## src/design/mbsl_pkg.sv

```systemverilog
`timescale 1ns / 1ps
package mbsl_pkg;

  localparam int GAIN_W = 16;
  localparam int PAN_W = 22;
  localparam int GAIN_FRAC = 14;
  localparam int PAN_FRAC = 22;
  localparam int SCALE_SHIFT = GAIN_FRAC + PAN_FRAC;

  // gain * pan product, split into two halves for the two multiply stages
  localparam int GP_W = GAIN_W + PAN_W;
  localparam int GP_LO_W = GP_W / 2;
  localparam int GP_HI_W = GP_W - GP_LO_W;

  localparam int THR_NUM = 891;
  localparam int THR_DEN = 1000;

  typedef logic [GAIN_W-1:0] gain_t;
  typedef logic [GP_W-1:0] gain_pan_t;

  localparam gain_t GAIN_RESET = 16'd16384;
  localparam logic [PAN_W-1:0] PAN_Q22 = 22'd2965821;

endpackage

```

## src/design/mbsl_sum.sv

```systemverilog
`timescale 1ns / 1ps
module mbsl_sum #(
  parameter int SAMPLE_WIDTH = 16
) (
  input  logic                           clk,
  input  logic                           rst,
  input  logic                           in_valid,
  output logic                           in_stall,
  input  logic signed [SAMPLE_WIDTH-1:0] sample_ch1,
  input  logic signed [SAMPLE_WIDTH-1:0] sample_ch2,
  input  logic signed [SAMPLE_WIDTH-1:0] sample_ch3,
  input  logic signed [SAMPLE_WIDTH-1:0] sample_ch4,
  input  logic                           frame_last_in,
  output logic                           out_valid,
  input  logic                           out_stall,
  output logic        [SAMPLE_WIDTH+1:0] mag,
  output logic                           neg,
  output logic                           last
);

  localparam int SUM_W = SAMPLE_WIDTH + 2;

  logic                    v1;
  logic signed [SUM_W-1:0] sum1;
  logic                    last1;
  logic                    v2;
  logic        [SUM_W-1:0] mag2;
  logic                    neg2;
  logic                    last2;
  logic                    busy1;
  logic                    busy2;

  assign busy2 = v2 && out_stall;
  assign busy1 = v1 && busy2;
  assign in_stall = busy1;

  always_ff @(posedge clk) begin
    if (rst) begin
      v1 <= 1'b0;
      v2 <= 1'b0;
    end else begin
      if (!busy1) v1 <= in_valid;
      if (!busy2) v2 <= v1;
    end
  end

  always_ff @(posedge clk) begin
    if (!busy1) begin
      sum1 <= SUM_W'(sample_ch1) + SUM_W'(sample_ch2) + SUM_W'(sample_ch3)
            + SUM_W'(sample_ch4);
      last1 <= frame_last_in;
    end
    if (!busy2) begin
      // two's complement negate keeps the most negative sum as its magnitude
      mag2  <= sum1[SUM_W-1] ? (~sum1 + SUM_W'(1)) : sum1;
      neg2  <= sum1[SUM_W-1];
      last2 <= last1;
    end
  end

  assign out_valid = v2;
  assign mag = mag2;
  assign neg = neg2;
  assign last = last2;

endmodule

```

## src/design/mbsl_scale.sv

```systemverilog
`timescale 1ns / 1ps
module mbsl_scale #(
  parameter int SAMPLE_WIDTH = 16
) (
  input  logic                      clk,
  input  logic                      rst,
  input  logic                      cfg_we,
  input  mbsl_pkg::gain_t           cfg_data,
  input  logic                      in_valid,
  output logic                      in_stall,
  input  logic [SAMPLE_WIDTH+1:0]   mag,
  input  logic                      neg,
  input  logic                      last,
  output logic                      out_valid,
  input  logic                      out_stall,
  output logic [SAMPLE_WIDTH+3:0]   res,
  output logic                      res_neg,
  output logic                      res_last
);

  localparam int MAG_W = SAMPLE_WIDTH + 2;
  localparam int PP_W = MAG_W + mbsl_pkg::GP_HI_W;
  localparam int PW = MAG_W + mbsl_pkg::GP_W;
  localparam int RES_W = SAMPLE_WIDTH + 4;
  localparam logic [PW-1:0] RND = PW'(1) << (mbsl_pkg::SCALE_SHIFT - 1);
  localparam mbsl_pkg::gain_pan_t GP_RESET =
    mbsl_pkg::gain_pan_t'(mbsl_pkg::GAIN_RESET) * mbsl_pkg::gain_pan_t'(mbsl_pkg::PAN_Q22);

  mbsl_pkg::gain_t     gain;
  mbsl_pkg::gain_pan_t gp;

  logic             v3;
  logic [MAG_W-1:0] mag3;
  logic [PP_W-1:0]  plo3;
  logic             neg3;
  logic             last3;
  logic             v4;
  logic [PP_W-1:0]  plo4;
  logic [PP_W-1:0]  phi4;
  logic             neg4;
  logic             last4;
  logic             v5;
  logic [RES_W-1:0] res5;
  logic             neg5;
  logic             last5;
  logic             busy3;
  logic             busy4;
  logic             busy5;
  logic [PW-1:0]    prod;

  // gain*pan registered; user keeps items off multipliers until it settles, unenforced
  always_ff @(posedge clk) begin
    if (rst) begin
      gain <= mbsl_pkg::GAIN_RESET;
      gp   <= GP_RESET;
    end else begin
      if (cfg_we) gain <= cfg_data;
      gp <= mbsl_pkg::gain_pan_t'(gain) * mbsl_pkg::gain_pan_t'(mbsl_pkg::PAN_Q22);
    end
  end

  assign busy5 = v5 && out_stall;
  assign busy4 = v4 && busy5;
  assign busy3 = v3 && busy4;
  assign in_stall = busy3;

  always_ff @(posedge clk) begin
    if (rst) begin
      v3 <= 1'b0;
      v4 <= 1'b0;
      v5 <= 1'b0;
    end else begin
      if (!busy3) v3 <= in_valid;
      if (!busy4) v4 <= v3;
      if (!busy5) v5 <= v4;
    end
  end

  assign prod = (PW'(phi4) << mbsl_pkg::GP_LO_W) + PW'(plo4) + RND;

  always_ff @(posedge clk) begin
    if (!busy3) begin
      mag3  <= mag;
      plo3  <= PP_W'(mag) * PP_W'(gp[mbsl_pkg::GP_LO_W-1:0]);
      neg3  <= neg;
      last3 <= last;
    end
    if (!busy4) begin
      plo4  <= plo3;
      phi4  <= PP_W'(mag3) * PP_W'(gp[mbsl_pkg::GP_W-1:mbsl_pkg::GP_LO_W]);
      neg4  <= neg3;
      last4 <= last3;
    end
    if (!busy5) begin
      res5  <= prod[PW-1:mbsl_pkg::SCALE_SHIFT];
      neg5  <= neg4;
      last5 <= last4;
    end
  end

  assign out_valid = v5;
  assign res = res5;
  assign res_neg = neg5;
  assign res_last = last5;

endmodule

```

## src/design/mbsl_limit.sv

```systemverilog
`timescale 1ns / 1ps
module mbsl_limit #(
  parameter int SAMPLE_WIDTH = 16,
  parameter int LIMIT_TABLE_DEPTH = 256
) (
  input  logic                         clk,
  input  logic                         rst,
  input  logic                         in_valid,
  output logic                         in_stall,
  input  logic [SAMPLE_WIDTH+3:0]      res,
  input  logic                         neg,
  input  logic                         last,
  output logic                         out_valid,
  input  logic                         out_stall,
  output logic signed [SAMPLE_WIDTH:0] left_out,
  output logic signed [SAMPLE_WIDTH:0] right_out,
  output logic                         frame_last_out
);

  localparam int FRAC = SAMPLE_WIDTH - 1;
  localparam int RES_W = SAMPLE_WIDTH + 4;
  localparam int TERM_W = SAMPLE_WIDTH;
  localparam int IDX_W = (LIMIT_TABLE_DEPTH > 1) ? $clog2(LIMIT_TABLE_DEPTH) : 1;
  localparam int DEP_W = $clog2(LIMIT_TABLE_DEPTH + 1);
  localparam int IP_W = RES_W + DEP_W;
  localparam longint unsigned THR =
    (longint'(mbsl_pkg::THR_NUM) * (64'd1 << FRAC) + longint'(mbsl_pkg::THR_DEN / 2))
    / longint'(mbsl_pkg::THR_DEN);
  localparam longint unsigned QUARTER = (64'd1 << FRAC) / 4;
  localparam longint unsigned ONE = 64'd1 << 30;
  localparam logic [RES_W-1:0] THR_R = RES_W'(THR);
  localparam logic [TERM_W-1:0] THR_T = TERM_W'(THR);

  // tanh(4*i/DEPTH)/4 per entry, from exp(-8i/DEPTH) by series and four squarings
  logic [TERM_W-1:0] tab [LIMIT_TABLE_DEPTH];

  genvar i;
  for (i = 0; i < LIMIT_TABLE_DEPTH; i++) begin : g_tab
    localparam longint unsigned U = (64'(i) << 30) / (2 * LIMIT_TABLE_DEPTH);
    localparam longint unsigned T1 = ((ONE * U) >> 30) / 1;
    localparam longint unsigned T2 = ((T1 * U) >> 30) / 2;
    localparam longint unsigned T3 = ((T2 * U) >> 30) / 3;
    localparam longint unsigned T4 = ((T3 * U) >> 30) / 4;
    localparam longint unsigned T5 = ((T4 * U) >> 30) / 5;
    localparam longint unsigned T6 = ((T5 * U) >> 30) / 6;
    localparam longint unsigned T7 = ((T6 * U) >> 30) / 7;
    localparam longint unsigned T8 = ((T7 * U) >> 30) / 8;
    localparam longint unsigned T9 = ((T8 * U) >> 30) / 9;
    localparam longint unsigned T10 = ((T9 * U) >> 30) / 10;
    localparam longint unsigned T11 = ((T10 * U) >> 30) / 11;
    localparam longint unsigned T12 = ((T11 * U) >> 30) / 12;
    localparam longint ACC = longint'(ONE) - longint'(T1) + longint'(T2) - longint'(T3)
                           + longint'(T4) - longint'(T5) + longint'(T6) - longint'(T7)
                           + longint'(T8) - longint'(T9) + longint'(T10) - longint'(T11)
                           + longint'(T12);
    localparam longint unsigned E0 = (ACC < 0) ? 64'd0 : 64'(ACC);
    localparam longint unsigned E1 = (E0 * E0) >> 30;
    localparam longint unsigned E2 = (E1 * E1) >> 30;
    localparam longint unsigned E3 = (E2 * E2) >> 30;
    localparam longint unsigned E4 = (E3 * E3) >> 30;
    localparam longint unsigned EC = (E4 > ONE) ? ONE : E4;
    localparam longint unsigned NUM = (ONE - EC) << FRAC;
    localparam longint unsigned DEN = 4 * (ONE + EC);
    localparam longint unsigned ENTRY = (NUM + DEN / 2) / DEN;
    assign tab[i] = TERM_W'(ENTRY);
  end

  logic               v6;
  logic [RES_W-1:0]   over6;
  logic [TERM_W-1:0]  pass6;
  logic               thru6;
  logic               neg6;
  logic               last6;
  logic               v7;
  logic [IDX_W-1:0]   idx7;
  logic               sat7;
  logic [TERM_W-1:0]  pass7;
  logic               thru7;
  logic               neg7;
  logic               last7;
  logic               v8;
  logic [TERM_W-1:0]  term8;
  logic [TERM_W-1:0]  pass8;
  logic               thru8;
  logic               neg8;
  logic               last8;
  logic               v9;
  logic signed [SAMPLE_WIDTH:0] val9;
  logic               last9;
  logic               busy6;
  logic               busy7;
  logic               busy8;
  logic               busy9;
  logic [IP_W-1:0]    iprod;
  logic [IP_W-1:0]    ifull;
  logic [TERM_W-1:0]  mag8;
  logic [SAMPLE_WIDTH:0] mag8x;

  assign busy9 = v9 && out_stall;
  assign busy8 = v8 && busy9;
  assign busy7 = v7 && busy8;
  assign busy6 = v6 && busy7;
  assign in_stall = busy6;

  always_ff @(posedge clk) begin
    if (rst) begin
      v6 <= 1'b0;
      v7 <= 1'b0;
      v8 <= 1'b0;
      v9 <= 1'b0;
    end else begin
      if (!busy6) v6 <= in_valid;
      if (!busy7) v7 <= v6;
      if (!busy8) v8 <= v7;
      if (!busy9) v9 <= v8;
    end
  end

  assign iprod = IP_W'(over6) * IP_W'(LIMIT_TABLE_DEPTH);
  assign ifull = iprod >> FRAC;
  assign mag8 = thru8 ? pass8 : (THR_T + term8);
  assign mag8x = {1'b0, mag8};

  always_ff @(posedge clk) begin
    if (!busy6) begin
      thru6 <= (res <= THR_R);
      over6 <= res - THR_R;
      pass6 <= res[TERM_W-1:0];
      neg6  <= neg;
      last6 <= last;
    end
    if (!busy7) begin
      sat7  <= (ifull >= IP_W'(LIMIT_TABLE_DEPTH));
      idx7  <= ifull[IDX_W-1:0];
      pass7 <= pass6;
      thru7 <= thru6;
      neg7  <= neg6;
      last7 <= last6;
    end
    if (!busy8) begin
      term8 <= sat7 ? TERM_W'(QUARTER) : tab[idx7];
      pass8 <= pass7;
      thru8 <= thru7;
      neg8  <= neg7;
      last8 <= last7;
    end
    if (!busy9) begin
      val9  <= neg8 ? $signed(~mag8x + (SAMPLE_WIDTH + 1)'(1)) : $signed(mag8x);
      last9 <= last8;
    end
  end

  assign out_valid = v9;
  assign left_out = val9;
  assign right_out = val9;
  assign frame_last_out = last9;

endmodule

```

## src/design/mix_bus_soft_limiter_top.sv

```systemverilog
// Mix bus with soft limiter.
// Input channel: in_valid / in_stall with four signed channel samples and a
// frame-end flag; one frame per beat. Output channel: out_valid / out_stall
// with the limited bus sample on left_out and right_out (identical values)
// and the frame-end flag copied to frame_last_out.
// master_gain is written through cfg_we / cfg_data (unsigned Q2.14); write it
// only while no frame is in flight. Reset sets the gain to 1.0.
// Each accepted beat passes through nine registered stages (sum, magnitude,
// two partial multiplies, round, limiter compare, table index, table read,
// output register). Throughput: one beat per cycle while the receiver does
// not stall; each stage holds one beat.
// When the receiver stalls, the output beat holds and the stages behind it
// keep filling empty slots; in_stall rises only once every stage is full.
// Reset is synchronous: it empties the pipeline and in_stall stays high
// while rst is high.
`timescale 1ns / 1ps
module mix_bus_soft_limiter_top #(
  parameter int SAMPLE_WIDTH = 16,
  parameter int LIMIT_TABLE_DEPTH = 256
) (
  input  logic                           clk,
  input  logic                           rst,
  input  logic                           cfg_we,
  input  logic        [15:0]             cfg_data,
  input  logic                           in_valid,
  output logic                           in_stall,
  input  logic signed [SAMPLE_WIDTH-1:0] sample_ch1,
  input  logic signed [SAMPLE_WIDTH-1:0] sample_ch2,
  input  logic signed [SAMPLE_WIDTH-1:0] sample_ch3,
  input  logic signed [SAMPLE_WIDTH-1:0] sample_ch4,
  input  logic                           frame_last_in,
  output logic                           out_valid,
  input  logic                           out_stall,
  output logic signed [SAMPLE_WIDTH:0]   left_out,
  output logic signed [SAMPLE_WIDTH:0]   right_out,
  output logic                           frame_last_out
);

  logic                    sum_stall;
  logic                    sum_valid;
  logic                    scl_stall;
  logic [SAMPLE_WIDTH+1:0] sum_mag;
  logic                    sum_neg;
  logic                    sum_last;
  logic                    scl_valid;
  logic                    lim_stall;
  logic [SAMPLE_WIDTH+3:0] scl_res;
  logic                    scl_neg;
  logic                    scl_last;

  assign in_stall = rst || sum_stall;

  mbsl_sum #(
    .SAMPLE_WIDTH(SAMPLE_WIDTH)
  ) u_sum (
    .clk          (clk),
    .rst          (rst),
    .in_valid     (in_valid),
    .in_stall     (sum_stall),
    .sample_ch1   (sample_ch1),
    .sample_ch2   (sample_ch2),
    .sample_ch3   (sample_ch3),
    .sample_ch4   (sample_ch4),
    .frame_last_in(frame_last_in),
    .out_valid    (sum_valid),
    .out_stall    (scl_stall),
    .mag          (sum_mag),
    .neg          (sum_neg),
    .last         (sum_last)
  );

  mbsl_scale #(
    .SAMPLE_WIDTH(SAMPLE_WIDTH)
  ) u_scale (
    .clk      (clk),
    .rst      (rst),
    .cfg_we   (cfg_we),
    .cfg_data (cfg_data),
    .in_valid (sum_valid),
    .in_stall (scl_stall),
    .mag      (sum_mag),
    .neg      (sum_neg),
    .last     (sum_last),
    .out_valid(scl_valid),
    .out_stall(lim_stall),
    .res      (scl_res),
    .res_neg  (scl_neg),
    .res_last (scl_last)
  );

  mbsl_limit #(
    .SAMPLE_WIDTH     (SAMPLE_WIDTH),
    .LIMIT_TABLE_DEPTH(LIMIT_TABLE_DEPTH)
  ) u_limit (
    .clk           (clk),
    .rst           (rst),
    .in_valid      (scl_valid),
    .in_stall      (lim_stall),
    .res           (scl_res),
    .neg           (scl_neg),
    .last          (scl_last),
    .out_valid     (out_valid),
    .out_stall     (out_stall),
    .left_out      (left_out),
    .right_out     (right_out),
    .frame_last_out(frame_last_out)
  );

endmodule

```

## config.mk

```make
export PLATFORM = sky130hd
export DESIGN_NAME = mix_bus_soft_limiter_top
export DESIGN_NICKNAME = d
export VERILOG_FILES = /design/src/design/mbsl_pkg.sv /design/src/design/mbsl_sum.sv /design/src/design/mbsl_scale.sv /design/src/design/mbsl_limit.sv /design/src/design/mix_bus_soft_limiter_top.sv
export SDC_FILE = /design/constraint.sdc
export NUM_CORES = 2
export LEC_CHECK = 0
export BUFFER_PORTS_ARGS = -buffer_cell sky130_fd_sc_hd__buf_2
export CELL_PAD_IN_SITES_DETAIL_PLACEMENT = 0
export CELL_PAD_IN_SITES_GLOBAL_PLACEMENT = 1
export CORE_ASPECT_RATIO = 1.4
export CORE_UTILIZATION = 40
export DETAILED_ROUTE_END_ITERATION = 6
export HOLD_SLACK_MARGIN = 0.05
export PLACE_DENSITY_LB_ADDON = 0.1
export SLEW_MARGIN = 20
export SYNTH_ARGS = -nofsm -noshare
export SYNTH_HDL_FRONTEND = slang
export SYNTH_SLANG_ARGS = --single-unit
```

## constraint.sdc

```tcl
create_clock -name clk -period 15.1 [get_ports clk]
set_input_delay 1.51 -clock clk [delete_from_list [all_inputs] [get_ports clk]]
set_output_delay 1.51 -clock clk [all_outputs]
set_load 0.02 [all_outputs]
```

After elaboration in Yosys (flattened, before gate mapping)
Memories as Yosys holds them, arrays and structs flattened. A register that Yosys moved wholly into a read port is not among the register bits.
Cells that the tools add are included.
- bits in registers: 361
- bits in latches: 0
- bits in writable memories: 0
- memory bits (read-only): 4096
- bits of input ports: 86
- output and inout port bits: 37
- logic and storage cells: 78
- memories: 1
- memory list (name ; words ; bits a word ; rd ports ; clocked after Yosys merged registers in ; wr ports ; RTL line ; source):
    (no name shown) ; 256 ; 16 ; 1 ; 1 ; 0 ; mbsl_limit.sv:141 ; term8 <= sat7 ? TERM_W'(QUARTER) : tab[idx7];
- $add $sub $neg: 9
- $mul: 3
- div/mod/pow operators: 0
- order comparisons: 2
- equality and inequality tests: 0
- shifts and indexed selects: 0
- multiplexer cells: 3
- bitwise logic cells: 3
- reductions and logical operators: 11
- operator list (cell ; count):
    18-bit by 19-bit multiplier with 37-bit output ; 2
    56-bit by 36-bit adder with 56-bit output, second input constant ; 1
    56-bit by 37-bit adder with 56-bit output ; 1
    16-bit by 22-bit multiplier with 38-bit output, second input constant ; 1
    16-bit two-way mux ; 2
    20-bit by 15-bit <= comparator with 1-bit output, second input constant ; 1
    20-bit by 15-bit subtractor with 20-bit output, second input constant ; 1
    17-bit by 16-bit adder with 18-bit output ; 1
    18-bit by 16-bit adder with 18-bit output ; 1
    18-bit by 2-bit adder with 18-bit output, second input constant ; 1
    18-bit NOT ; 1
    16-bit by 16-bit adder with 17-bit output ; 1
    17-bit by 1-bit adder with 17-bit output, second input constant ; 1
    17-bit two-way mux ; 1
    16-bit NOT with 17-bit output ; 1
    15-bit by 16-bit adder with 16-bit output, first input constant ; 1
    13-bit by 9-bit >= comparator with 1-bit output, second input constant ; 1
    1-bit logical AND ; 9
    8-bit NOT with 9-bit output ; 1
    1-bit logical NOT ; 1
    1-bit logical OR ; 1

Depth between registers and ports, before layout
- depth after elaboration: 10
- gate-level depth with buffers: 25
- depth with buffers taken out: 23

Hierarchy
Synthesis repeated with hierarchy kept, for this count alone.
- cell total of the unflattened synthesis: 4714
- area total of the unflattened synthesis: 45242.1 µm²
- modules (own cells, without submodules) (module ; instances ; cells each ; area an instance (µm²) ; seq. area each (µm²)):
    mbsl_scale ; 1 ; 3548 ; 33922.5 ; 4654.5
    mbsl_limit ; 1 ; 815 ; 7786.2 ; 3403.3
    mbsl_sum ; 1 ; 350 ; 3527.1 ; 1211.2
    mix_bus_soft_limiter_top ; 1 ; 1 ; 6.3 ; 0.0

Worst setup path after synthesis
OpenSTA, ideal clock, no wires.
- kind: input to output
- from: input out_stall
- to: output in_stall
- data arrival time: 5035 ps
- data required time: 13590 ps
- slack: 8555 ps
- cell stages on the path: 6
- buffers on the path: 0
- cell sequence: and3_1 -> and3_1 -> nand3_1 -> nor2_1 -> nand3_1 -> nand2_1
- longest elaborated chain between the ends: 10
- RTL lines (item ; RTL line ; source):
    start: declaration ; mix_bus_soft_limiter_top.sv:33 ; input logic out_stall,
    1-bit logical AND ; mbsl_limit.sv:99 ; assign busy9 = v9 && out_stall;
    1-bit logical AND ; mbsl_limit.sv:100 ; assign busy8 = v8 && busy9;
    1-bit logical AND ; mbsl_limit.sv:101 ; assign busy7 = v7 && busy8;
    1-bit logical AND ; mbsl_limit.sv:102 ; assign busy6 = v6 && busy7;
    1-bit logical AND ; mbsl_scale.sv:62 ; assign busy5 = v5 && out_stall;
    1-bit logical AND ; mbsl_scale.sv:63 ; assign busy4 = v4 && busy5;
    1-bit logical AND ; mbsl_scale.sv:64 ; assign busy3 = v3 && busy4;
    1-bit logical AND ; mbsl_sum.sv:33 ; assign busy2 = v2 && out_stall;
    1-bit logical AND ; mbsl_sum.sv:34 ; assign busy1 = v1 && busy2;
    1-bit logical OR ; mix_bus_soft_limiter_top.sv:51 ; assign in_stall = rst || sum_stall;
    end: declaration ; mix_bus_soft_limiter_top.sv:26 ; output logic in_stall,
Every way passes these cells.

Worst setup path after layout
- from: register u_scale.mag3[9]
- to: register u_scale.phi4[36], data pin
- longest elaborated chain between the ends: 1
- RTL lines (item ; RTL line ; source):
    start: declaration ; mbsl_scale.sv:33 ; logic [MAG_W-1:0] mag3;
    start signal: assignment ; mbsl_scale.sv:83 ; mag3 <= mag;
    18-bit by 19-bit multiplier with 37-bit output ; mbsl_scale.sv:90 ; phi4 <= PP_W'(mag3) * PP_W'(gp[mbsl_pkg::GP_W-1:mbsl_pkg::GP_LO_W]);
    end signal: assignment ; mbsl_scale.sv:90 ;
    end: declaration ; mbsl_scale.sv:39 ; logic [PP_W-1:0] phi4;
Every way passes these cells.
A chain may end at the register's enable or synchronous reset.

==> flow_metrics.tcl <==
set metrics [dict create \
    syn_area_per_cell_sq_um 9.71 \
    endpoint_kind "flip-flop" \
    yosysMostFrequentCell "inv_1" \
    avgViaCountPerCell 5.10 \
    yosysTopAreaCell "fa_1" \
    crit_fanout 19 \
    vias 30600 \
    clk_pin_slew_worst_paths_ps 60 \
    hold_path_class "flip-flop to flip-flop" \
    netlist_instances 4525 \
    setup_violations 0 \
    grt_pass1_wl_um 187000 \
    synthArstFlopShare_pct 0 \
    fill_cells 10900 \
    drc_errors 0 \
    drive_gt1_share_pct 5.66 \
    synth_edf_count 267 \
    portBuffers 122 \
    fmax_mhz 138 \
    die_h_um 394 \
    synthFlopType "edfxtp_1" \
    yosysUniqueCellTypes 84 \
    wirelength_um 117000 \
    start_util_pct 40.4 \
    firstDrtPassIters 7 \
    startpoint_type "flip-flop" \
    drtAntennaViolNets 0 \
    drtIter0Drc 1425 \
    cp_slowest_stage_delay_ps 980 \
    cts_tree "built" \
    yosysWarningCount 0 \
    post_cts_resized 0 \
    tns_ps 0 \
    finClkSkew_ps 19.5 \
    status "completed" \
    core_sq_um 109000 \
    synth.net_count 5744 \
    post-synth-top-area-fraction_pct 30.7 \
    wl_per_cell_um 19.5 \
    rsz0062_at_grt "no" \
    maxCapViolCount 0 \
    ioPinCount 123 \
    gp_congestion 0.872 \
    fp.dieW_um 282 \
    die-area_sq_um 111000 \
    antenna_found_initial 0 \
    period_needed_ps 7270 \
    cpMostUsedCell "fa_1" \
    area.growth.synth_to_final_pct 7.35 \
    root_buffer "clkbuf_16" \
    cts_setup_buffers 0 \
    synth.top_cells.by_count "inv_1, fa_1, nand2_1" \
    ys_top_cells_by_area "fa_1, edfxtp_1, ha_1" \
    ys_ff_latch 330 \
    slew_violations 0 \
    cp.required_ps 15410 \
    numCtsBuffers 39 \
    crit_buf_inv 3 \
    relSlewSlack_pct 26.2 \
    grt_usage_pct 21.8 \
    post-dp-hpwl_um 93500 \
    clock_sinks 330 \
    diodes 0 \
    cp_top_family "adder cells" \
    grt_pass1_vias 33400 \
    cp.arrival_ps 7580 \
    fin_nets 5744 \
    clock_latency_ps 590 \
    timing.final.crit_share_pct 48.1 \
    seq_area_frac_synth_pct 21.1 \
    grt-ovfl-total 0 \
    cts_max_path_buffers 3 \
    htreeDepth 2 \
    syn_area_sq_um 43900 \
    cp_slowest_cell "edfxtp_1" \
    hold_viol 0 \
    cts.hold.buffers_added 0 \
    grt_max_degree 73 \
    fp-row-count 143 \
    timing.critical_path.cells "nand2_1 > fa_1 > fa_1 > inv_1 > fa_1 > fa_1 > fa_1 > inv_1 > fa_1 > inv_1 > ha_1 > nand4_1 > nor4_1 > a22oi_1 > o2111ai_1 > nand3_1 > o21ai_1 > o31ai_1 > o21ai_1 > a31oi_1" \
    worstSetupPathType "flip-flop to flip-flop" \
    worstMarginPinSlew_ps 1110 \
]
[metal layers]
metal  global-route usage [%]  vias up  routed length (um)
li1                         -    14400                   -
met1                     25.9    15500               47200
met2                     40.8      579               62800
met3                     1.63      170                3180
met4                     7.36        0                4070
met5                        0        -                   0
[logic make-up after synthesis]
family	after synthesis	synth area share [%]
compound gates	567	8.34
xor+xnor	162	3.23
fa+ha+maj	1133	43.8
buf+inv	1062	9.27
flops	330	21.1
mux	31	0.909
simple gates	1240	13.3
[cell usage in the layout, fill, tap and decap left out, drive strengths merged, types with 63 or more instances in the layout]
cell type / n
buf: 164
o21ai: 130
fa: 674
nor2: 178
xnor2: 108
and2: 297
dfxtp: 63
nand2: 565
a21oi: 153
ha: 459
inv: 858
edfxtp: 267
[state kept, by name, indices dropped and copies added (netlist names), 8 cells and up]
name              cells
u_scale.mag3         18
u_scale.phi4         37
u_limit.pass7        16
u_sum.mag            18
u_scale.gp           38
u_limit.pass8        16
u_limit.idx7          8
u_sum.sum1           18
u_limit.over6        13
u_scale.plo4         18
u_limit.left_out     17
u_scale.plo3         18
u_scale.gain         16
u_limit.pass6        16
u_scale.res          20
u_limit.term8        14
[through the flow]
step                setup slack (ps)  hold WS [ps]  instances  utilization (%)  instance area [sq um]
floorplan                       8550           400       4525                -                  43900
global placement                7910           402       5934             42.1                  45800
detailed placement              7950           405       5934             42.1                  45800
CTS                             7940           414       6005             43.4                  47200
global route                    7620           418       6005             43.4                  47200
finish                          7830           413       6005             43.4                  47200
[path summary, 6_finish.rpt]
| path | depth (start not counted) | from | slack [ps] | to |
|---|---|---|---|---|
| max | 20 | u_scale.mag3[9]$_DFFE_PN_ | 7830 | u_scale.phi4[36]$_DFFE_PN_ |
| min | 0 | u_limit.pass6[0]$_DFFE_PN_ | 410 | u_limit.pass7[0]$_DFFE_PN_ |
| max reg2reg | 20 | u_scale.mag3[9]$_DFFE_PN_ | 7830 | u_scale.phi4[36]$_DFFE_PN_ |
| min reg2reg | 0 | u_limit.pass6[0]$_DFFE_PN_ | 410 | u_limit.pass7[0]$_DFFE_PN_ |
[final cells by class]
| type | count | area, sq um | share of cell area (%) |
|---|---|---|---|
| repair buffers | 164 | 926 | 1.96 |
| clock buffers | 45 | 998 | 2.12 |
| well taps | 1450 | 1810 | 3.85 |
| clock inverters | 26 | 339 | 0.719 |
| flip-flops and latches | 330 | 9280 | 19.7 |
| inverters | 857 | 3220 | 6.82 |
| multi-input cells | 3133 | 30600 | 64.9 |
Power is left out: the tool's default activity adds up to more than one toggle a clock period on the data nets, which glitch-free logic cannot reach.
